### src/hw/rtl/fourier_radial_band_filter_assert.svh
// Assertion macros for the radial band filter.
`ifndef FOURIER_RADIAL_BAND_FILTER_ASSERT_SVH
`define FOURIER_RADIAL_BAND_FILTER_ASSERT_SVH

// Condition must never hold outside reset.
`define FRBF_ASSERT_NEVER(label, cond, msg) \
  label: assert property (@(posedge clk) disable iff (rst) !(cond)) else $error(msg);

// Antecedent implies consequent in the same cycle.
`define FRBF_ASSERT_IMPL(label, ante, cons, msg) \
  label: assert property (@(posedge clk) disable iff (rst) (ante) |-> (cons)) else $error(msg);

`endif

### src/hw/rtl/frbf_pkg.sv
`default_nettype none
package frbf_pkg;

  localparam int MAX_DIM   = 512;
  localparam int POS_W     = 9;
  localparam int DIM_W     = 10;
  localparam int DATA_W    = 32;
  localparam int GAIN_W    = 16;
  localparam int MODE_W    = 3;
  localparam int CFG_IDX_W = 3;
  localparam int DIV_NUM_W = 50;
  localparam int DIV_DEN_W = 20;
  localparam int DIV_CNT_W = 6;
  localparam int SUM_W     = 50;
  localparam int ROOT_W    = 25;
  localparam int SQ_REM_W  = 26;
  localparam int SQ_CNT_W  = 5;
  localparam int F_W       = 26;

  localparam logic [GAIN_W:0] ONE_Q  = 17'd32768;
  localparam logic [16:0]     COEF_A = 17'd102944;
  localparam logic [15:0]     COEF_B = 16'd42047;
  localparam logic [12:0]     COEF_C = 13'd4639;

  localparam logic [CFG_IDX_W-1:0] CFG_MODE      = 3'd0;
  localparam logic [CFG_IDX_W-1:0] CFG_SIZE_X    = 3'd1;
  localparam logic [CFG_IDX_W-1:0] CFG_SIZE_Y    = 3'd2;
  localparam logic [CFG_IDX_W-1:0] CFG_SIZE_Z    = 3'd3;
  localparam logic [CFG_IDX_W-1:0] CFG_HP_CUTOFF = 3'd4;
  localparam logic [CFG_IDX_W-1:0] CFG_HP_WIDTH  = 3'd5;
  localparam logic [CFG_IDX_W-1:0] CFG_LP_CUTOFF = 3'd6;
  localparam logic [CFG_IDX_W-1:0] CFG_LP_WIDTH  = 3'd7;

  localparam logic [MODE_W-1:0] MODE_MASK_ONLY = 3'd3;

  typedef enum logic [1:0] {
    KIND_LP,
    KIND_HP,
    KIND_BP
  } kind_t;

  typedef enum logic [3:0] {
    ST_IDLE,
    ST_TERM_GO,
    ST_TERM_WAIT,
    ST_SQRT,
    ST_SQRT_FIX,
    ST_EDGE,
    ST_HANN_WAIT,
    ST_HANN_V2,
    ST_HANN_T1,
    ST_HANN_T2,
    ST_HANN_S,
    ST_MASK,
    ST_SCALE_RE,
    ST_SCALE_IM,
    ST_DONE
  } state_t;

  typedef struct packed {
    logic [MODE_W-1:0] mode;
    logic [DIM_W-1:0]  size_x;
    logic [DIM_W-1:0]  size_y;
    logic [DIM_W-1:0]  size_z;
    logic [15:0]       hp_cutoff;
    logic [15:0]       hp_width;
    logic [15:0]       lp_cutoff;
    logic [15:0]       lp_width;
  } cfg_t;

  typedef struct packed {
    logic [POS_W-1:0]         ax;
    logic [POS_W-1:0]         ay;
    logic [POS_W-1:0]         az;
    logic [DIM_W-1:0]         dx;
    logic [DIM_W-1:0]         dy;
    logic [DIM_W-1:0]         dz;
    logic signed [DATA_W-1:0] re;
    logic signed [DATA_W-1:0] im;
    logic                     last;
  } job_t;

  function automatic logic [DIM_W-1:0] eff_size(input logic [DIM_W-1:0] s);
    logic [DIM_W-1:0] r;
    if (s == '0) begin
      r = DIM_W'(1);
    end else if (s > DIM_W'(MAX_DIM)) begin
      r = DIM_W'(MAX_DIM);
    end else begin
      r = s;
    end
    return r;
  endfunction

  function automatic logic [POS_W-1:0] fold_index(input logic [POS_W-1:0] idx,
                                                  input logic [DIM_W-1:0] dim);
    logic [DIM_W-1:0] half1;
    logic [DIM_W-1:0] diff;
    half1 = {1'b0, dim[DIM_W-1:1]} + DIM_W'(1);
    diff  = {1'b0, idx};
    if ({1'b0, idx} >= half1) begin
      if ({1'b0, idx} >= dim) begin
        diff = {1'b0, idx} - dim;
      end else begin
        diff = dim - {1'b0, idx};
      end
    end
    return diff[POS_W-1:0];
  endfunction

  function automatic kind_t filter_kind(input logic [MODE_W-1:0] mode);
    kind_t k;
    case (mode)
      3'd0, 3'd3: k = KIND_LP;
      3'd1, 3'd4: k = KIND_HP;
      default:    k = KIND_BP;
    endcase
    return k;
  endfunction

endpackage
`default_nettype wire

### src/hw/rtl/frbf_queue.sv
`default_nettype none
module frbf_queue #(
  parameter int DEPTH = 2
) (
  input  logic           clk,
  input  logic           rst,
  input  logic           enq,
  input  frbf_pkg::job_t wr_data,
  output logic           full,
  input  logic           deq,
  output frbf_pkg::job_t rd_data,
  output logic           empty
);
  import frbf_pkg::*;

  localparam int AW = $clog2(DEPTH);
  localparam int CW = $clog2(DEPTH + 1);

  job_t          slots [DEPTH];
  logic [AW-1:0] wr_ptr, rd_ptr;
  logic [CW-1:0] count;

  assign full    = count == CW'(DEPTH);
  assign empty   = count == '0;
  assign rd_data = slots[rd_ptr];

  always_ff @(posedge clk) begin
    if (enq) begin
      slots[wr_ptr] <= wr_data;
    end
  end

  always_ff @(posedge clk) begin
    if (rst) begin
      wr_ptr <= '0;
      rd_ptr <= '0;
      count  <= '0;
    end else begin
      if (enq) begin
        wr_ptr <= (wr_ptr == AW'(DEPTH - 1)) ? '0 : wr_ptr + AW'(1);
      end
      if (deq) begin
        rd_ptr <= (rd_ptr == AW'(DEPTH - 1)) ? '0 : rd_ptr + AW'(1);
      end
      if (enq && !deq) begin
        count <= count + CW'(1);
      end else if (deq && !enq) begin
        count <= count - CW'(1);
      end
    end
  end

endmodule
`default_nettype wire

### config.mk
export PLATFORM = sky130hd
export DESIGN_NAME = frbf_queue
export DESIGN_NICKNAME = d
export VERILOG_FILES = /design/src/hw/rtl/fourier_radial_band_filter_assert.svh /design/src/hw/rtl/frbf_pkg.sv /design/src/hw/rtl/frbf_queue.sv
export SDC_FILE = /design/constraint.sdc
export NUM_CORES = 1
export LEC_CHECK = 0
export ABC_AREA = 1
export BUFFER_PORTS_ARGS = -buffer_cell sky130_fd_sc_hd__buf_2
export CAP_MARGIN = 10
export CORE_MARGIN = 2
export CORE_UTILIZATION = 40
export CTS_BUF_LIST = sky130_fd_sc_hd__clkbuf_2
export DETAILED_ROUTE_END_ITERATION = 7
export PLACE_DENSITY = 0.66
export SKIP_LAST_GASP = 1
export SYNTH_ARGS = -nofsm -noshare
export SYNTH_HDL_FRONTEND = slang
export SYNTH_SLANG_ARGS = --single-unit
### constraint.sdc
create_clock -name clk -period 5.9 [get_ports clk]
set_input_delay 0.59 -clock clk [delete_from_list [all_inputs] [get_ports clk]]
set_output_delay 0.59 -clock clk [all_outputs]
set_load 0.01 [all_outputs]
# [Word level (Yosys, flattened, before mapping)]
# Memories as Yosys holds them, arrays and structs flattened. A register that Yosys moved wholly into a read port is not among the register bits.
# Cells that the tools add are included.
[totals] regBits=4 ramBits=244 input_bits=126 out_inout_bits=124 word_cells=23 memories=1
[memory_table] name="slots" depth=2 word_bits=122 read_ports=1 rd_clocked_by_memory_dff=1 wr=1 line_no="frbf_queue.sv:19" rtl="job_t slots [DEPTH];"
[op_classes] add_sub_neg=4 n_eq_ne=1 muxes=8 reduce_logical=6
[op_table] cell="two-way mux 1 bit" count=6
[op_table] cell="two-way mux 2 bit" count=2
[op_table] cell="adder 1 bit, second input constant" count=2
[op_table] cell="adder 2 x 1 -> 2 bit, second input constant" count=1
[op_table] cell="equality test 2 bit, second input constant" count=1
[op_table] cell="logical AND 1 bit" count=2
[op_table] cell="zero test 1 bit" count=2
[op_table] cell="zero test 2 bit" count=1
[op_table] cell="nonzero test 2 bit" count=1
[op_table] cell="subtractor 2 x 1 -> 2 bit, second input constant" count=1

# [Depth between registers and ports, before layout]
[logic_depth] depth_word=4 mapped_depth=8 depth_no_buf=8

# [Least setup slack after synthesis]
# OpenSTA, ideal clock, no wires.
[synth_path] path_kind="input to register" startpoint="input port enq" endpoint="memory slots[0][0] in the netlist's numbering, enable pin" setup_ns=0.608 t_arrival_ns=5.734 required_time_ns=5.292 setup_slack_ns=-0.441 stages=2 n_path_buf=0 cell_sequence="inv_1 > nor2_1"
[synth_between] elab_chain_len=2
[synth_rtl] element="from (decl)" line_no="frbf_queue.sv:7" rtl="input logic enq,"
[synth_rtl] element="two-way mux 1 bit" line_no="frbf_queue.sv:28" rtl="if (enq) begin"
[synth_rtl] element="two-way mux 1 bit (not written as such)" line_no="frbf_queue.sv:29" rtl="slots[wr_ptr] <= wr_data;"
[synth_rtl] element="to (decl)" line_no="frbf_queue.sv:19"
# Every way passes these cells.

==> out/summary.txt <==
Io pins: 250
Cell Rows: 55
CTS tree: built
Crit Path Max Fanout: 66
Vias in the first global route: 6112
1st-pass router iterations: 4
Core area: 22800 um2
Max-cap violation count: 0
Hold EP: wr_ptr
Critical Path Sink Type: output pin
Post-route ant nets: 0
I/O Buffers: 249
Starting density of the core: 0.411
DIE WIDTH: 157 um
Wire per inst: 16.4 um
Post-detail-place hpwl: 11700 um
Commonest non-fill, non-tap cell in the layout: buf_2
Die Span Y: 157 um
Clock H-tree levels: 3
Period utilization: 0.590
Clk sinks: 249
Layout cells sized above 1: 0.545
Largest net degree at the start of global routing: 72
Minimum clock period: 3.48 ns
Initial antenna violation count: 0
Maximum clock path buffer count: 3
Setup TNS: 0 ns
Status: complete, no violations
Fillers: 1781
Residual DRC count: 0
Number of synthesized register bits: 249
CTS Hold Bufs: 123
Arr. time, crit path: 2.89 ns
Mean Syn Cell Area: 22.7 um2
Commonest cells after routing, fill and taps aside: buf_2 (249), edfxtp_1 (244), dlygate4sd3_1 (123), clkbuf_2 (97), mux2_4 (80)
Sequential share of the synthesized area: 0.793
Clock root cell: clkbuf_2
CP required: 5.31 ns
Worst-path clk slew: 0.09 ns
First-pass GRT wire length: 29700 um
Post-synthesis instance total: 413
Slew headroom: 0.316
Final Hold Vio Count: 0
Cell Pwr Density: 298 nW/um2
Vias/cell: 4.53
Worst skew pair latency: 0.78 ns
CP startpoint kind: flop
Slowest CP cell: dfxtp_4
Slew Viols, Final: 0
Final setup violation count: 0
Worst Hold Path Cells: 3
Critical setup path kind: flop to output pin
FF-to-FF Start: wr_ptr
Flop2flop setup slack: 3.52 ns
Max Freq: 287 MHz
Gr usage total: 0.157
DIE AREA: 24700 um2
Worst path max stage delay: 1.02 ns
Syn nets: 540
Worst Skew: 0.0503 ns
CP Cell Sequence: buf_12 -> mux2_2 -> buf_2
Routed vias: 5426
Worst R2R Path Depth: 3
Post_cts resized: 0
Mapped cell area: 9360 um2
Area Growth Syn to Fin: 36.5%
CTS Buf Count: 66
Remaining global-route overflow: 0
YS warnings: 0
Final net count: 970
Hold crit path type: input port to flop
Final hold slack: 0.157 ns
Min-delay src: enq
Initial DRC Count: 250
Leakage: 5.15 nW
Slew of the pin with the lowest slew margin: 1.03 ns
Max VDD drop: 0.189 mV
Gpl congestion: 0.760
Worst flop-to-flop path endpoint: slots[1][7]
DRT Wirelength: 19700 um
Unique masters post-synth: 17
Post-CTS setup buffer count: 0
RSZ-0062 raised after global routing: false
[worst max-delay path, delay by kind of cell, from the launching register on]
| kind | cells | cell delay (ns) |
|---|---|---|
| flip-flops | 1 | 1.02 |
| multiplexers | 1 | 0.40 |
| buffers and inverters | 2 | 0.60 |
[cell families (layout without fill, tap and decap cells)]
kind of cell	after synthesis	count (layout)	share of synthesized area
xor+xnor	1	1	0.000935
simple gates	15	15	0.00655
fa+ha+maj	1	1	0.00134
mux	122	122	0.179
buf+inv	23	494	0.0182
other cells	0	1	0
compound gates	2	2	0.00107
flops	249	249	0.793
[Yosys cell counts (all sizes together)]
master | n | area, um2
a21oi | 1 | 5.00
buf | 14 | 136
dfxtp | 5 | 100
edfxtp | 244 | 7330
ha | 1 | 12.5
inv | 9 | 33.8
mux2 | 122 | 1670
nand2 | 5 | 18.8
nand3 | 1 | 5.00
nand4 | 1 | 6.26
nor2 | 7 | 26.3
nor3 | 1 | 5.00
o21ai | 1 | 5.00
xnor2 | 1 | 8.76
[through the flow]
step | cell area (um2) | power (W) | worst slack, ns | util | std cells
final | 12800 | 0.00381 | 2.42 | 0.561 | 1198
after floorplan | 9370 | 0.00239 | 1.68 | - | 413
after global placement | 10900 | 0.00254 | 3.22 | 0.479 | 965
after detailed placement | 10900 | 0.00256 | 3.16 | 0.479 | 965
after CTS | 12800 | 0.00388 | 2.27 | 0.561 | 1197
after global routing | 12800 | 0.00400 | 2.19 | 0.561 | 1197
[registers in the layout, summed over array words and instances (netlist names), named ones only]
signal	flops
wr_ptr	1
count	2
rd_ptr	1
slots	244
[how the worst max path moves through the flow]
stage,end,start
2_1_floorplan,slots[0][0],enq
3_3_place_gp,slots[1][93],enq
3_5_place_dp,slots[1][5],enq
4_1_cts,rd_data[108],flop
5_1_grt,rd_data[14],flop
6_report,rd_data[116],flop
[area by class of cell]
class	instances	area (um2)	share of cell area
Sequential cell	249	7430	0.582
Tap cell	313	392	0.0307
Antenna cell	1	2.50	0.000196
Inverter	9	36.3	0.00284
Timing Repair Buffer	376	2520	0.197
Clock buffer	97	485	0.0380
Multi-Input combinational cell	141	1770	0.139
Clock inverter	12	136	0.0107
[per-layer routing]
layer	vias to the layer above	global-route usage	wire length (um)
li1	2509	-	-
met1	2618	0.173	7660
met2	256	0.270	9950
met3	43	0.0611	1670
met4	0	0.0699	410
met5	-	0	0
[power by group]
group / switching [W] / internal, W
Clock: 0.000660 / 0.000567
Sequential: 0.0000432 / 0.00205
Combinational: 0.000219 / 0.000270
Total: 0.000922 / 0.00288
Power figures use the tool's default switching activity.
