**config.mk**
```make
export PLATFORM = sky130hd
export DESIGN_NAME = frbf_front
export DESIGN_NICKNAME = d
export VERILOG_FILES = /design/src/hw/rtl/fourier_radial_band_filter_assert.svh /design/src/hw/rtl/frbf_pkg.sv /design/src/hw/rtl/frbf_front.sv
export SDC_FILE = /design/constraint.sdc
export NUM_CORES = 1
export LEC_CHECK = 0
export ABC_AREA = 0
export BUFFER_PORTS_ARGS = -buffer_cell sky130_fd_sc_hd__buf_4
export CAP_MARGIN = 20
export CORE_MARGIN = 2
export CORE_UTILIZATION = 25
export CTS_CLUSTER_SIZE = 12
export DETAILED_ROUTE_END_ITERATION = 8
export GPL_ROUTABILITY_DRIVEN = 0
export SLEW_MARGIN = 0
export SYNTH_ARGS = -nofsm -noshare
export SYNTH_HDL_FRONTEND = slang
export SYNTH_SLANG_ARGS = --single-unit
```
**constraint.sdc**
```tcl
create_clock -name clk -period 8.9 [get_ports clk]
set_input_delay 0.445 -clock clk [delete_from_list [all_inputs] [get_ports clk]]
set_output_delay 0.445 -clock clk [all_outputs]
set_load 0.01 [all_outputs]
```
**src/hw/rtl/fourier_radial_band_filter_assert.svh**
```systemverilog
// Assertion macros for the radial band filter.
`ifndef FOURIER_RADIAL_BAND_FILTER_ASSERT_SVH
`define FOURIER_RADIAL_BAND_FILTER_ASSERT_SVH

// Condition must never hold outside reset.
`define FRBF_ASSERT_NEVER(label, cond, msg) \
  label: assert property (@(posedge clk) disable iff (rst) !(cond)) else $error(msg);

// Antecedent implies consequent in the same cycle.
`define FRBF_ASSERT_IMPL(label, ante, cons, msg) \
  label: assert property (@(posedge clk) disable iff (rst) (ante) |-> (cons)) else $error(msg);

`endif

```
**src/hw/rtl/frbf_pkg.sv**
```systemverilog
`default_nettype none
package frbf_pkg;

  localparam int MAX_DIM   = 512;
  localparam int POS_W     = 9;
  localparam int DIM_W     = 10;
  localparam int DATA_W    = 32;
  localparam int GAIN_W    = 16;
  localparam int MODE_W    = 3;
  localparam int CFG_IDX_W = 3;
  localparam int DIV_NUM_W = 50;
  localparam int DIV_DEN_W = 20;
  localparam int DIV_CNT_W = 6;
  localparam int SUM_W     = 50;
  localparam int ROOT_W    = 25;
  localparam int SQ_REM_W  = 26;
  localparam int SQ_CNT_W  = 5;
  localparam int F_W       = 26;

  localparam logic [GAIN_W:0] ONE_Q  = 17'd32768;
  localparam logic [16:0]     COEF_A = 17'd102944;
  localparam logic [15:0]     COEF_B = 16'd42047;
  localparam logic [12:0]     COEF_C = 13'd4639;

  localparam logic [CFG_IDX_W-1:0] CFG_MODE      = 3'd0;
  localparam logic [CFG_IDX_W-1:0] CFG_SIZE_X    = 3'd1;
  localparam logic [CFG_IDX_W-1:0] CFG_SIZE_Y    = 3'd2;
  localparam logic [CFG_IDX_W-1:0] CFG_SIZE_Z    = 3'd3;
  localparam logic [CFG_IDX_W-1:0] CFG_HP_CUTOFF = 3'd4;
  localparam logic [CFG_IDX_W-1:0] CFG_HP_WIDTH  = 3'd5;
  localparam logic [CFG_IDX_W-1:0] CFG_LP_CUTOFF = 3'd6;
  localparam logic [CFG_IDX_W-1:0] CFG_LP_WIDTH  = 3'd7;

  localparam logic [MODE_W-1:0] MODE_MASK_ONLY = 3'd3;

  typedef enum logic [1:0] {
    KIND_LP,
    KIND_HP,
    KIND_BP
  } kind_t;

  typedef enum logic [3:0] {
    ST_IDLE,
    ST_TERM_GO,
    ST_TERM_WAIT,
    ST_SQRT,
    ST_SQRT_FIX,
    ST_EDGE,
    ST_HANN_WAIT,
    ST_HANN_V2,
    ST_HANN_T1,
    ST_HANN_T2,
    ST_HANN_S,
    ST_MASK,
    ST_SCALE_RE,
    ST_SCALE_IM,
    ST_DONE
  } state_t;

  typedef struct packed {
    logic [MODE_W-1:0] mode;
    logic [DIM_W-1:0]  size_x;
    logic [DIM_W-1:0]  size_y;
    logic [DIM_W-1:0]  size_z;
    logic [15:0]       hp_cutoff;
    logic [15:0]       hp_width;
    logic [15:0]       lp_cutoff;
    logic [15:0]       lp_width;
  } cfg_t;

  typedef struct packed {
    logic [POS_W-1:0]         ax;
    logic [POS_W-1:0]         ay;
    logic [POS_W-1:0]         az;
    logic [DIM_W-1:0]         dx;
    logic [DIM_W-1:0]         dy;
    logic [DIM_W-1:0]         dz;
    logic signed [DATA_W-1:0] re;
    logic signed [DATA_W-1:0] im;
    logic                     last;
  } job_t;

  function automatic logic [DIM_W-1:0] eff_size(input logic [DIM_W-1:0] s);
    logic [DIM_W-1:0] r;
    if (s == '0) begin
      r = DIM_W'(1);
    end else if (s > DIM_W'(MAX_DIM)) begin
      r = DIM_W'(MAX_DIM);
    end else begin
      r = s;
    end
    return r;
  endfunction

  function automatic logic [POS_W-1:0] fold_index(input logic [POS_W-1:0] idx,
                                                  input logic [DIM_W-1:0] dim);
    logic [DIM_W-1:0] half1;
    logic [DIM_W-1:0] diff;
    half1 = {1'b0, dim[DIM_W-1:1]} + DIM_W'(1);
    diff  = {1'b0, idx};
    if ({1'b0, idx} >= half1) begin
      if ({1'b0, idx} >= dim) begin
        diff = {1'b0, idx} - dim;
      end else begin
        diff = dim - {1'b0, idx};
      end
    end
    return diff[POS_W-1:0];
  endfunction

  function automatic kind_t filter_kind(input logic [MODE_W-1:0] mode);
    kind_t k;
    case (mode)
      3'd0, 3'd3: k = KIND_LP;
      3'd1, 3'd4: k = KIND_HP;
      default:    k = KIND_BP;
    endcase
    return k;
  endfunction

endpackage
`default_nettype wire

```
**src/hw/rtl/frbf_front.sv**
```systemverilog
`default_nettype none
module frbf_front (
  input  logic                                       clk,
  input  logic                                       rst,
  input  logic                                       push,
  input  logic                                       first_of_volume,
  input  logic signed [frbf_pkg::DATA_W-1:0]         sample_re,
  input  logic signed [frbf_pkg::DATA_W-1:0]         sample_im,
  input  frbf_pkg::cfg_t                             cfg,
  input  logic                                       full,
  output logic                                       enq,
  output frbf_pkg::job_t                             job
);
  import frbf_pkg::*;

  logic [POS_W-1:0] pos_x, pos_y, pos_z;
  logic [POS_W-1:0] pos_x_next, pos_y_next, pos_z_next;
  logic [POS_W-1:0] px, py, pz;
  logic [DIM_W-1:0] sx, sy, sz, hx;
  logic             lx, ly, lz;

  assign enq = push && !full;
  assign sx  = eff_size(cfg.size_x);
  assign sy  = eff_size(cfg.size_y);
  assign sz  = eff_size(cfg.size_z);
  assign hx  = {1'b0, sx[DIM_W-1:1]} + DIM_W'(1);
  assign px  = first_of_volume ? '0 : pos_x;
  assign py  = first_of_volume ? '0 : pos_y;
  assign pz  = first_of_volume ? '0 : pos_z;
  assign lx  = ({1'b0, px} + DIM_W'(1)) >= hx;
  assign ly  = ({1'b0, py} + DIM_W'(1)) >= sy;
  assign lz  = ({1'b0, pz} + DIM_W'(1)) >= sz;

  always_comb begin
    job.ax   = px;
    job.ay   = fold_index(py, sy);
    job.az   = fold_index(pz, sz);
    job.dx   = sx;
    job.dy   = sy;
    job.dz   = sz;
    job.re   = sample_re;
    job.im   = sample_im;
    job.last = lx && ly && lz;
  end

  always_comb begin
    pos_x_next = px + POS_W'(1);
    pos_y_next = py;
    pos_z_next = pz;
    if (lx) begin
      pos_x_next = '0;
      pos_y_next = py + POS_W'(1);
      if (ly) begin
        pos_y_next = '0;
        pos_z_next = lz ? '0 : pz + POS_W'(1);
      end
    end
  end

  always_ff @(posedge clk) begin
    if (rst) begin
      pos_x <= '0;
      pos_y <= '0;
      pos_z <= '0;
    end else if (enq) begin
      pos_x <= pos_x_next;
      pos_y <= pos_y_next;
      pos_z <= pos_z_next;
    end
  end

endmodule
`default_nettype wire

```
==> Word-level counts from Yosys, hierarchy flattened <==
Index checks and enable logic that the tools add are counted.
{ "word_totals": {"regBits": 27, "inputBits": 166, "out_inout_bits": 123, "elab_cells": 52} }
{ "op_classes": {"n_addsub": 13, "magnitude_cmp": 10, "mux": 19, "n_reduce_logical": 7} }
{ "ops": {"columns": ["operator", "n"], "rows": [
  ["2-to-1 mux 9 bit", 13],
  ["adder 9 x 1 -> 10 bit, second input constant", 6],
  ["2-to-1 mux 10 bit", 6],
  [">= comparator 9 x 10 -> 1 bit", 4],
  ["subtractor 9 bit", 4],
  [">= comparator 10 bit", 3],
  ["greater-than comparator 10 bit, second input constant", 3],
  ["zero test 10 bit", 3],
  ["adder 9 x 1 -> 9 bit, second input constant", 3],
  ["logical AND 1 bit", 3],
  ["zero test 1 bit", 1]
]} }

==> Logic depth before layout (Yosys ltp) <==
Gate-level depths: netlist of the first run.
{ "depth": {"ltp_word": 7, "ltp_mapped": 17, "mapped_depth_nobuf": 15} }

==> Worst setup path before layout of the first run <==
Ideal clock, no wire load.
{ "synth_timing": {"kind": "input -> output", "startpoint": "input first_of_volume", "endpoint": "output job[0] (netlist name)", "arrival_ns": 3.317, "required_ns": 8.455, "setup_slack_ns": 5.138, "cell_stages": 15, "n_path_buf": 3, "path_cell_list": "clkbuf_1 clkbuf_1 nor2b_1 ha_1 nand3_1 nor2_1 nand3_1 xnor2_1 ha_1 nand4_1 a211oi_1 a221oi_4 nand2b_1 buf_4 nor2b_1"} }
{ "synth_lines": {"columns": ["item", "line", "text"], "rows": [
  ["from (decl)", "frbf_front.sv:6", "input logic first_of_volume,"],
  ["to (decl)", "frbf_front.sv:12", "output frbf_pkg::job_t job"]
]} }

==> flow_metrics.env, run 1 <==
export IMPL_cts_hold_buf=0
export IMPL_vias_per_cell=4.77
export IMPL_post_synth_num_cell_types=54
export IMPL_mostFrequentLayoutCells="sky130_fd_sc_hd__buf_4, sky130_fd_sc_hd__ha_1, sky130_fd_sc_hd__nand2_1, sky130_fd_sc_hd__inv_1, sky130_fd_sc_hd__nor2_1"
export IMPL_post_cts_resized=0
export IMPL_maxSlewHeadroom_pct=30.5
export IMPL_port_buffers=93
export IMPL_run_status="finished, final reports clean"
export IMPL_worstRegToRegCells=12
export IMPL_worst_setup_path_type="input pin to output port"
export IMPL_worst_slew_pin_slew_ns=1.03
export IMPL_synth_edf_count=0
export IMPL_synth_sequential_area_ratio_pct=9.88
export IMPL_routed_wirelength_microns=13900
export IMPL_final_seq_area_sq_um=541
export IMPL_ys_seq_elements=27
export IMPL_diodes=0
export IMPL_drcViolationCount=0
export IMPL_worstReg2RegStart="pos_y[1]"
export IMPL_finClkSkew_ns=0.00318
export IMPL_endpoint="job[0]"
export IMPL_layout_drive_gt1_share_pct=14.5
export IMPL_number_of_antenna_violations_at_the_first_check_in_global_routing=0
export IMPL_timing_max_transition_violations_final=0
export IMPL_layout_area_overhead_vs_synth_pct=10.3
export IMPL_cts_made_buffers=3
export IMPL_design_final_nets=1016
export IMPL_synthArstFlopShare_pct=0
export IMPL_fillerInstances=2429
export IMPL_groute_usage_overall_pct=11.5
export IMPL_leakagePower_nw=2.87
export IMPL_dr_first_iter_drc_count=275
export IMPL_synth_warnings=0
export IMPL_layout_cells_most_common="sky130_fd_sc_hd__buf_4"
export IMPL_setup_ws_ns=4.33
export IMPL_ctsLongestPathBuffers=2
export IMPL_cts_root_buf="sky130_fd_sc_hd__clkbuf_16"
export IMPL_post_place_cells=1033
export IMPL_syn_cell_area_sq_mm=0.00547
export IMPL_timing_critical_path_to_type="output port"
export IMPL_multi_input_comb_area_sq_mm=0.00415
export IMPL_powerDensity_mw_per_mm2=75.1
export IMPL_maximum_vdd_drop_mv=0.0454
export IMPL_dieWidth_microns=152
export IMPL_clk_latency_ns=0.26
export IMPL_final_period_minus_worst_setup_slack_ns=4.57
export IMPL_drt_pass1_iterations=5
export IMPL_finalSetupTns_ns=0
export IMPL_crit_required_ns=8.46
export IMPL_arrival_time_of_the_worst_setup_path_ns=4.12
export IMPL_syn_avg_cell_area_sq_um=7.33
export IMPL_clk_pin_slew_ns=0.07
export IMPL_start_kind="input pin"
export IMPL_clock_fmax_ghz=0.219
export IMPL_yosys_most_used_dff="sky130_fd_sc_hd__dfxtp_1"
export IMPL_hpwlAfterDp_microns=11300
export IMPL_design_core_area_sq_mm=0.0216
export IMPL_dp_worst_setup_slack_ns=4.34
export IMPL_count_of_final_setup_violators=0
export IMPL_worstReg2RegEnd="pos_z[6]"
export IMPL_rows=54
export IMPL_cts_tree="done"
export IMPL_hold_path_class="flip-flop to flip-flop"
export IMPL_cell_count_after_synthesis=746
export IMPL_grt_start_max_net_pins=30
export IMPL_final_hold_viol_count=0
export IMPL_effective_utilization_at_floorplan_pct=25.3
export IMPL_unrepaired_setup_endpoints_after_global_routing="no"
export IMPL_tritoncts_num_sinks=27
export IMPL_routed_vias=4945
export IMPL_postCtsSetupRepairBufs=0
export IMPL_crit_fanout=21
export IMPL_number_of_nets_still_failing_antenna_checks_after_routing=0
export IMPL_post_drt_wl_per_cell_microns=13.4
export IMPL_dieArea_sq_mm=0.0231
export IMPL_grt_pass1_wl_microns=23000
export IMPL_ios=289
export IMPL_dieHeight_microns=152
export IMPL_grt_pass1_vias=4708
export IMPL_grt_ovfl_total=0
export IMPL_filler_free_cell_count_of_the_finished_design=1037
export IMPL_whs_path_depth=2
export IMPL_cp_startpoint="first_of_volume"
export IMPL_maxCapViolCount=0
export IMPL_utilization_pct=27.9
export IMPL_postSynthNetCount=1004
export IMPL_htree_num_levels=1
export IMPL_rrSetupSlack_ns=4.83
export IMPL_layout_worst_path_cycle_share_pct=51.3
logic make-up after synthesis:
kind of cell / count (synthesis) / synth area share, %
AO/OA/AOI/OAI: 165 / 19.8
XOR/XNOR: 52 / 8.32
adder cells (fa/ha/maj): 92 / 21.6
buffers and inverters: 140 / 14.2
flip-flops: 27 / 9.88
multiplexers: 22 / 4.07
other: 1 / 0.0685
AND/OR/NAND/NOR: 247 / 22.0
metal layers:
layer / wire length (microns) / GRT usage [%] / part of all wire, %
met4: 69 / 1.20 / 0.50
met2: 6700 / 19.7 / 48
met3: 644 / 2.25 / 4.6
met1: 6500 / 15.4 / 47
met5: 0 / 0 / 0
how the worst min path moves through the flow:
stage / from / to / slack, ns
final: pos_x[4] / pos_x[4] / 0.45
after floorplan: pos_x[4] / pos_x[4] / 0.43
after CTS: pos_x[4] / pos_x[4] / 0.45
after global routing: pos_x[4] / pos_x[4] / 0.47
after detailed placement: pos_x[4] / pos_x[4] / 0.44
after global placement: pos_x[4] / pos_x[4] / 0.43
stage by stage:
stage	hold slack, ns	total power, W	area [sq um]
global placement	0.434	0.000352	5960
finish	0.452	0.000453	6030
CTS	0.454	0.000459	6030
detailed placement	0.444	0.000354	5960
floorplan	0.427	0.000312	5470
global route	0.472	0.000491	6030
flip-flops by register name, indices dropped and copies added, names as in the netlist:
| register | cells |
|---|---|
| pos_x | 9 |
| pos_y | 9 |
| pos_z | 9 |
worst max-delay path, cell delays in order:
cell and delay, ns:
sky130_fd_sc_hd__buf_4 0.20, sky130_fd_sc_hd__clkinv_1 0.34, sky130_fd_sc_hd__nand2_1 0.21, sky130_fd_sc_hd__inv_1 0.15, sky130_fd_sc_hd__ha_1 0.31, sky130_fd_sc_hd__nand2_1 0.08, sky130_fd_sc_hd__nor3_1 0.52, sky130_fd_sc_hd__nand3_1 0.18
sky130_fd_sc_hd__xnor2_1 0.19, sky130_fd_sc_hd__ha_1 0.33, sky130_fd_sc_hd__nand4_1 0.08, sky130_fd_sc_hd__o21ai_1 0.39, sky130_fd_sc_hd__nand2b_1 0.36, sky130_fd_sc_hd__nor2b_1 0.20, sky130_fd_sc_hd__buf_4 0.14
cell usage after synthesis (3+ instances only):
library cell / count / area, sq um
sky130_fd_sc_hd__nand3b_1: 3 / 22.5
sky130_fd_sc_hd__nand3_1: 34 / 170
sky130_fd_sc_hd__dfxtp_1: 27 / 541
sky130_fd_sc_hd__o21ai_1: 9 / 45.0
sky130_fd_sc_hd__o21a_1: 6 / 45.0
sky130_fd_sc_hd__ha_1: 88 / 1100
sky130_fd_sc_hd__a21oi_1: 38 / 190
sky130_fd_sc_hd__xor2_1: 15 / 131
sky130_fd_sc_hd__a22oi_1: 3 / 22.5
sky130_fd_sc_hd__nand2_1: 69 / 259
sky130_fd_sc_hd__and3_1: 11 / 68.8
sky130_fd_sc_hd__nand2b_1: 11 / 68.8
sky130_fd_sc_hd__mux2i_1: 20 / 200
sky130_fd_sc_hd__buf_2: 4 / 20.0
sky130_fd_sc_hd__nor4_1: 6 / 37.5
sky130_fd_sc_hd__nor3_1: 12 / 60.1
sky130_fd_sc_hd__a21o_1: 21 / 158
sky130_fd_sc_hd__xnor2_1: 37 / 324
sky130_fd_sc_hd__a31oi_1: 14 / 87.6
sky130_fd_sc_hd__nor2b_1: 35 / 219
sky130_fd_sc_hd__fa_1: 4 / 80.1
sky130_fd_sc_hd__inv_1: 50 / 188
sky130_fd_sc_hd__nand4_1: 7 / 43.8
sky130_fd_sc_hd__buf_4: 66 / 495
sky130_fd_sc_hd__o21ai_0: 43 / 215
sky130_fd_sc_hd__and2_1: 3 / 18.8
sky130_fd_sc_hd__clkbuf_1: 18 / 67.6
sky130_fd_sc_hd__nor2_1: 50 / 188
sky130_fd_sc_hd__a311oi_1: 7 / 61.3
sky130_fd_sc_hd__a221oi_1: 6 / 52.6
area by class of cell:
cell class	instances	area share (%)
multi-input combinational	579	68.8
timing repair buffer	96	11.9
tap	280	5.81
inverter	51	3.17
clock buffer	4	1.31
sequential	27	8.96
where the power goes:
| part | internal, W | switching (W) |
|---|---|---|
| sequential | 0.000124 | 0.00000306 |
| clock | 0.0000613 | 0.0000405 |
| combinational | 0.0000990 | 0.000125 |
| total | 0.000285 | 0.000169 |
(Power assumes the default switching activity.)
==> inputs of run 2 (changes only) <==
==> constraint.sdc (replaced) <==
create_clock -name clk -period 4.2 [get_ports clk]
set_input_delay 0.21 -clock clk [delete_from_list [all_inputs] [get_ports clk]]
set_output_delay 0.21 -clock clk [all_outputs]
set_load 0.01 [all_outputs]
==> flow_metrics.env, run 2 (same netlist as run 1, synthesis figures left out) <==
export IMPL_dr_first_iter_drc_count=227
export IMPL_clk_pin_slew_ns=0.07
export IMPL_layout_worst_path_cycle_share_pct=88.6
export IMPL_cts_tree="done"
export IMPL_endpoint="job[0]"
export IMPL_number_of_antenna_violations_at_the_first_check_in_global_routing=0
export IMPL_layout_area_overhead_vs_synth_pct=12.2
export IMPL_finClkSkew_ns=0.00392
export IMPL_cts_made_buffers=3
export IMPL_unrepaired_setup_endpoints_after_global_routing="no"
export IMPL_rows=54
export IMPL_start_kind="flip-flop"
export IMPL_effective_utilization_at_floorplan_pct=25.3
export IMPL_worst_setup_path_type="flip-flop to output port"
export IMPL_mostFrequentLayoutCells="sky130_fd_sc_hd__buf_4, sky130_fd_sc_hd__ha_1, sky130_fd_sc_hd__nand2_1, sky130_fd_sc_hd__inv_1, sky130_fd_sc_hd__nor2_1"
export IMPL_port_buffers=93
export IMPL_power_switching_w=0.000361
export IMPL_setup_ws_ns=0.481
export IMPL_grt_ovfl_total=0
export IMPL_finalSetupTns_ns=0
export IMPL_layout_cells_most_common="sky130_fd_sc_hd__buf_4"
export IMPL_final_hold_viol_count=0
export IMPL_drcViolationCount=0
export IMPL_maxCapViolCount=0
export IMPL_worstReg2RegStart="pos_x[1]"
export IMPL_timing_max_transition_violations_final=0
export IMPL_rrSetupSlack_ns=0.68
export IMPL_ios=289
export IMPL_grt_pass1_vias=4730
export IMPL_post_drt_wl_per_cell_microns=13.6
export IMPL_worstReg2RegEnd="pos_z[4]"
export IMPL_postCtsSetupRepairBufs=0
export IMPL_clock_power_share_pct=22.2
export IMPL_diodes=0
export IMPL_routed_vias=4999
export IMPL_arrival_time_of_the_worst_setup_path_ns=3.51
export IMPL_maximum_vdd_drop_mv=0.107
export IMPL_cell_internal_pwr_w=0.000611
export IMPL_routed_wirelength_microns=14300
export IMPL_dieArea_sq_mm=0.0231
export IMPL_leakagePower_nw=2.94
export IMPL_clk_latency_ns=0.26
export IMPL_count_of_final_setup_violators=0
export IMPL_groute_usage_overall_pct=11.7
export IMPL_crit_required_ns=3.99
export IMPL_dieWidth_microns=152
export IMPL_dieHeight_microns=152
export IMPL_powerDensity_mw_per_mm2=158
export IMPL_post_cts_resized=0
export IMPL_power_share_switching_pct=37.1
export IMPL_maxSlewHeadroom_pct=32.8
export IMPL_grt_start_max_net_pins=31
export IMPL_grt_pass1_wl_microns=23200
export IMPL_htree_num_levels=1
export IMPL_vias_per_cell=4.76
export IMPL_whs_path_depth=2
export IMPL_post_place_cells=1047
export IMPL_hpwlAfterDp_microns=11700
export IMPL_tritoncts_num_sinks=27
export IMPL_pwr_share_comb_pct=50.0
export IMPL_power_sequential_fraction_pct=27.8
export IMPL_design_final_nets=1030
export IMPL_design_core_area_sq_mm=0.0216
export IMPL_post_route_total_power_w=0.000972
export IMPL_worst_slew_pin_slew_ns=1.01
export IMPL_number_of_nets_still_failing_antenna_checks_after_routing=0
export IMPL_run_status="finished, final reports clean"
export IMPL_crit_fanout=10
export IMPL_cts_root_buf="sky130_fd_sc_hd__clkbuf_16"
export IMPL_dp_worst_setup_slack_ns=0.476
export IMPL_drt_pass1_iterations=6
export IMPL_hold_path_class="input pin to flip-flop"
export IMPL_ctsLongestPathBuffers=2
export IMPL_layout_drive_gt1_share_pct=16.1
export IMPL_filler_free_cell_count_of_the_finished_design=1051
export IMPL_timing_critical_path_to_type="output port"
export IMPL_final_period_minus_worst_setup_slack_ns=3.72
export IMPL_clock_fmax_ghz=0.269
export IMPL_cp_startpoint="pos_x[1]"
export IMPL_worstRegToRegCells=13
export IMPL_cts_hold_buf=0
export IMPL_largestRegisters="pos_x: 9 flops, pos_y: 9 flops, pos_z: 9 flops"
## run 2: cell count changes in the layout (fill, tap and decap cells not counted), sizes merged
| cell | delta |
|---|---|
| buf | +14 |
## run 2: layout make-up
class | instances | area, sq um
sequential | 27 | 541
fill | 2405 | 15500
multi-input combinational | 579 | 4150
clock buffer | 4 | 78.8
tap | 280 | 350
timing repair buffer | 110 | 826
inverter | 51 | 191
## run 2: power groups by stage
stage	Combinational [W]	Clock [W]	Sequential, W
floorplan	0.000387	0	0.000274
global placement	0.000480	0	0.000276
detailed placement	0.000485	0	0.000276
CTS	0.000487	0.000226	0.000270
global route	0.000542	0.000236	0.000271
finish	0.000486	0.000216	0.000270
## run 2: metal layers
layer	track usage, %	routed length, microns	vias to the layer above
met5	0	0	-
met1	15.5	6640	2310
li1	-	-	2586
met2	20.4	6970	93
met3	1.80	586	10
met4	1.56	121	0
## run 2: how the worst min path moves through the flow
stage | to | startpoint
2_1_floorplan | pos_z[0] | rst
3_3_place_gp | job[20] | sample_im[19]
3_5_place_dp | job[20] | sample_im[19]
4_1_cts | pos_x[6] | rst
5_1_grt | pos_x[5] | rst
6_report | pos_x[0] | rst
## run 2: critical path, cell delays in order (launching register included)
cell                       delay (ns)
sky130_fd_sc_hd__dfxtp_1         0.34
sky130_fd_sc_hd__nor2b_1         0.21
sky130_fd_sc_hd__ha_1            0.23
sky130_fd_sc_hd__nand3_1         0.13
sky130_fd_sc_hd__nor2_1          0.20
sky130_fd_sc_hd__nand3_1         0.13
sky130_fd_sc_hd__xnor2_1         0.23
sky130_fd_sc_hd__ha_1            0.28
sky130_fd_sc_hd__nand4_1         0.10
sky130_fd_sc_hd__a211oi_1        0.07
sky130_fd_sc_hd__a221oi_4        0.61
sky130_fd_sc_hd__nand2b_1        0.45
sky130_fd_sc_hd__nor2b_1         0.09
sky130_fd_sc_hd__buf_4           0.16
## run 2: through the flow
step                util [%]  cell area (sq um)  hold WS (ns)
finish                  28.4               6140         0.333
global route            28.4               6140         0.335
CTS                     28.4               6140         0.330
detailed placement      28.0               6060         0.420
global placement        28.0               6060         0.420
floorplan                  -               5470         0.390
==> inputs of run 3 (changes only) <==
--- a/config.mk
+++ b/config.mk
@@ -8,11 +8,14 @@
 export ABC_AREA = 0
 export BUFFER_PORTS_ARGS = -buffer_cell sky130_fd_sc_hd__buf_4
 export CAP_MARGIN = 20
+export CELL_PAD_IN_SITES_DETAIL_PLACEMENT = 1
+export CELL_PAD_IN_SITES_GLOBAL_PLACEMENT = 2
 export CORE_MARGIN = 2
-export CORE_UTILIZATION = 25
+export CORE_UTILIZATION = 22
 export CTS_CLUSTER_SIZE = 12
 export DETAILED_ROUTE_END_ITERATION = 8
 export GPL_ROUTABILITY_DRIVEN = 0
+export PLACE_DENSITY_LB_ADDON = 0.1
 export SLEW_MARGIN = 0
 export SYNTH_ARGS = -nofsm -noshare
 export SYNTH_HDL_FRONTEND = slang
==> flow_metrics.env, run 3 (same netlist as run 1, synthesis figures left out) <==
export IMPL_clk_pin_slew_ns=0.08
export IMPL_post_drt_wl_per_cell_microns=17.4
export IMPL_groute_usage_overall_pct=14.6
export IMPL_worst_slew_pin_slew_ns=0.600
export IMPL_layout_area_overhead_vs_synth_pct=14.9
export IMPL_arrival_time_of_the_worst_setup_path_ns=3.61
export IMPL_grt_start_max_net_pins=31
export IMPL_clk_latency_ns=0.28
export IMPL_effective_utilization_at_floorplan_pct=22.4
export IMPL_multi_input_comb_area_sq_mm=0.00415
export IMPL_design_final_nets=1039
export IMPL_cts_tree="done"
export IMPL_run_status="finished, final reports clean"
export IMPL_routed_vias=5287
export IMPL_use_met3_pct=1.99
export IMPL_fillerInstances=3019
export IMPL_ctsLongestPathBuffers=2
export IMPL_layout_drive_gt1_share_pct=17.2
export IMPL_cell_internal_pwr_w=0.000619
export IMPL_worst_setup_path_type="flip-flop to output port"
export IMPL_cp_buffers_inverters=4
export IMPL_vias_per_cell=4.79
export IMPL_htree_num_levels=1
export IMPL_powerDensity_mw_per_mm2=164
export IMPL_clock_power_share_pct=23.1
export IMPL_finClkSkew_ns=0.0130
export IMPL_drt_pass1_iterations=4
export IMPL_post_place_cells=1099
export IMPL_filler_free_cell_count_of_the_finished_design=1104
export IMPL_final_seq_area_sq_um=541
export IMPL_slowest_stage="sky130_fd_sc_hd__o21ai_1"
export IMPL_ios=289
export IMPL_global_route_peak_usage_layer="met2"
export IMPL_grt_met1_usage_pct=20.4
export IMPL_dieHeight_microns=162
export IMPL_worst_hold_startpoint="rst"
export IMPL_worst_path_most_repeated_cell="sky130_fd_sc_hd__buf_4"
export IMPL_cts_hold_buf=0
export IMPL_grt_ovfl_total=0
export IMPL_number_of_nets_still_failing_antenna_checks_after_routing=0
export IMPL_post_cts_resized=0
export IMPL_end_point_of_the_worst_hold_path="pos_x[0]"
export IMPL_port_buffers=93
export IMPL_largestRegisters="pos_x: 9 flops, pos_y: 9 flops, pos_z: 9 flops"
export IMPL_timing_max_transition_violations_final=0
export IMPL_layout_worst_path_cycle_share_pct=90.9
export IMPL_worstRegToRegCells=15
export IMPL_count_of_final_setup_violators=0
export IMPL_clock_fmax_ghz=0.262
export IMPL_dr_first_iter_drc_count=175
export IMPL_cts_root_buf="sky130_fd_sc_hd__clkbuf_16"
export IMPL_grt_pass1_vias=5567
export IMPL_worstReg2RegStart="pos_y[0]"
export IMPL_rows=57
export IMPL_routed_wirelength_microns=19200
export IMPL_final_hold_viol_count=0
export IMPL_dieWidth_microns=162
export IMPL_leakagePower_nw=2.99
export IMPL_layout_cells_most_common="sky130_fd_sc_hd__buf_4"
export IMPL_crit_required_ns=3.99
export IMPL_hpwlAfterDp_microns=16300
export IMPL_critical_path_cell_sequence="nand2_1, inv_1, ha_1, nand2_1, nor3_1, buf_4, nand3_1, xnor2_1, ha_1, nand4_1, o21ai_1, nand2b_1, buf_4, nor2b_1, buf_4"
export IMPL_utilization_pct=25.8
export IMPL_maximum_vdd_drop_mv=0.124
export IMPL_hold_path_class="input pin to flip-flop"
export IMPL_finalSetupTns_ns=0
export IMPL_fin_worst_hold_slack_ns=0.338
export IMPL_maxCapViolCount=0
export IMPL_timing_critical_path_to_type="output port"
export IMPL_final_period_minus_worst_setup_slack_ns=3.82
export IMPL_power_share_switching_pct=39.8
export IMPL_postCtsSetupRepairBufs=0
export IMPL_rrSetupSlack_ns=0.55
export IMPL_number_of_antenna_violations_at_the_first_check_in_global_routing=0
export IMPL_power_sequential_fraction_pct=26.3
export IMPL_drcViolationCount=0
export IMPL_worstReg2RegEnd="pos_z[7]"
export IMPL_dieArea_sq_mm=0.0261
export IMPL_mostFrequentLayoutCells="sky130_fd_sc_hd__buf_4, sky130_fd_sc_hd__ha_1, sky130_fd_sc_hd__nand2_1, sky130_fd_sc_hd__inv_1, sky130_fd_sc_hd__nor2_1"
export IMPL_slowest_delay_ns=0.48
export IMPL_critical_path_top_delay_family="simple AND/OR/NAND/NOR gates"
export IMPL_grt_pass1_wl_microns=30900
export IMPL_whs_path_depth=2
export IMPL_grt_util_met2_pct=24.6
export IMPL_crit_fanout=9
export IMPL_power_switching_w=0.000409
export IMPL_diodes=0
export IMPL_tritoncts_num_sinks=27
export IMPL_design_core_area_sq_mm=0.0244
export IMPL_pwr_share_comb_pct=50.6
export IMPL_maxSlewHeadroom_pct=59.9
export IMPL_start_kind="flip-flop"
export IMPL_unrepaired_setup_endpoints_after_global_routing="no"
export IMPL_cts_made_buffers=3
-- run 3: changes by cell type in the layout (fill, tap and decap cells not counted) --
cell,previous run,this run
sky130_fd_sc_hd__buf_4,110,118
sky130_fd_sc_hd__clkbuf_1,1,0
sky130_fd_sc_hd__clkinvlp_4,0,1
sky130_fd_sc_hd__buf_16,0,1
-- run 3: how the worst max path moves through the flow --
stage / from / to / slack (ns) / cells after the start
3_5_place_dp: first_of_volume / pos_z[5] / 0.34 / 17
5_1_grt: pos_y[0] / job[0] / 0.08 / 15
6_report: pos_y[0] / job[0] / 0.38 / 15
2_1_floorplan: first_of_volume / pos_z[6] / 0.82 / 16
4_1_cts: pos_y[0] / job[0] / 0.33 / 15
3_3_place_gp: first_of_volume / pos_z[5] / 0.43 / 18
-- run 3: stage by stage --
step	area (sq um)	setup WS (ns)	total power, W
3_5_place_dp	6180	0.342	0.000803
4_1_cts	6260	0.333	0.00105
3_3_place_gp	6180	0.432	0.000793
5_1_grt	6290	0.0791	0.00112
6_report	6290	0.382	0.00103
2_1_floorplan	5470	0.819	0.000661
-- run 3: final cells by class --
cell class	count	area share, %
clock buffer	3	1.19
clock inverter	1	0.119
inverter	51	3.05
multi-input combinational	579	66.1
sequential	27	8.60
tap	324	6.45
timing repair buffer	119	14.5
-- run 3: power by group through the flow --
stage               clock [W]  sequential [W]  combinational (W)
floorplan                   0        0.000274           0.000387
global placement            0        0.000276           0.000517
detailed placement          0        0.000276           0.000526
CTS                  0.000250        0.000270           0.000529
global route         0.000259        0.000272           0.000588
finish               0.000238        0.000270           0.000520
-- run 3: per-layer routing --
layer  vias to the layer above  routed length [microns]
met5                         -                        0
met4                         0                      194
met3                        22                      690
met2                       103                     8820
met1                      2562                     9540
li1                       2600                        -
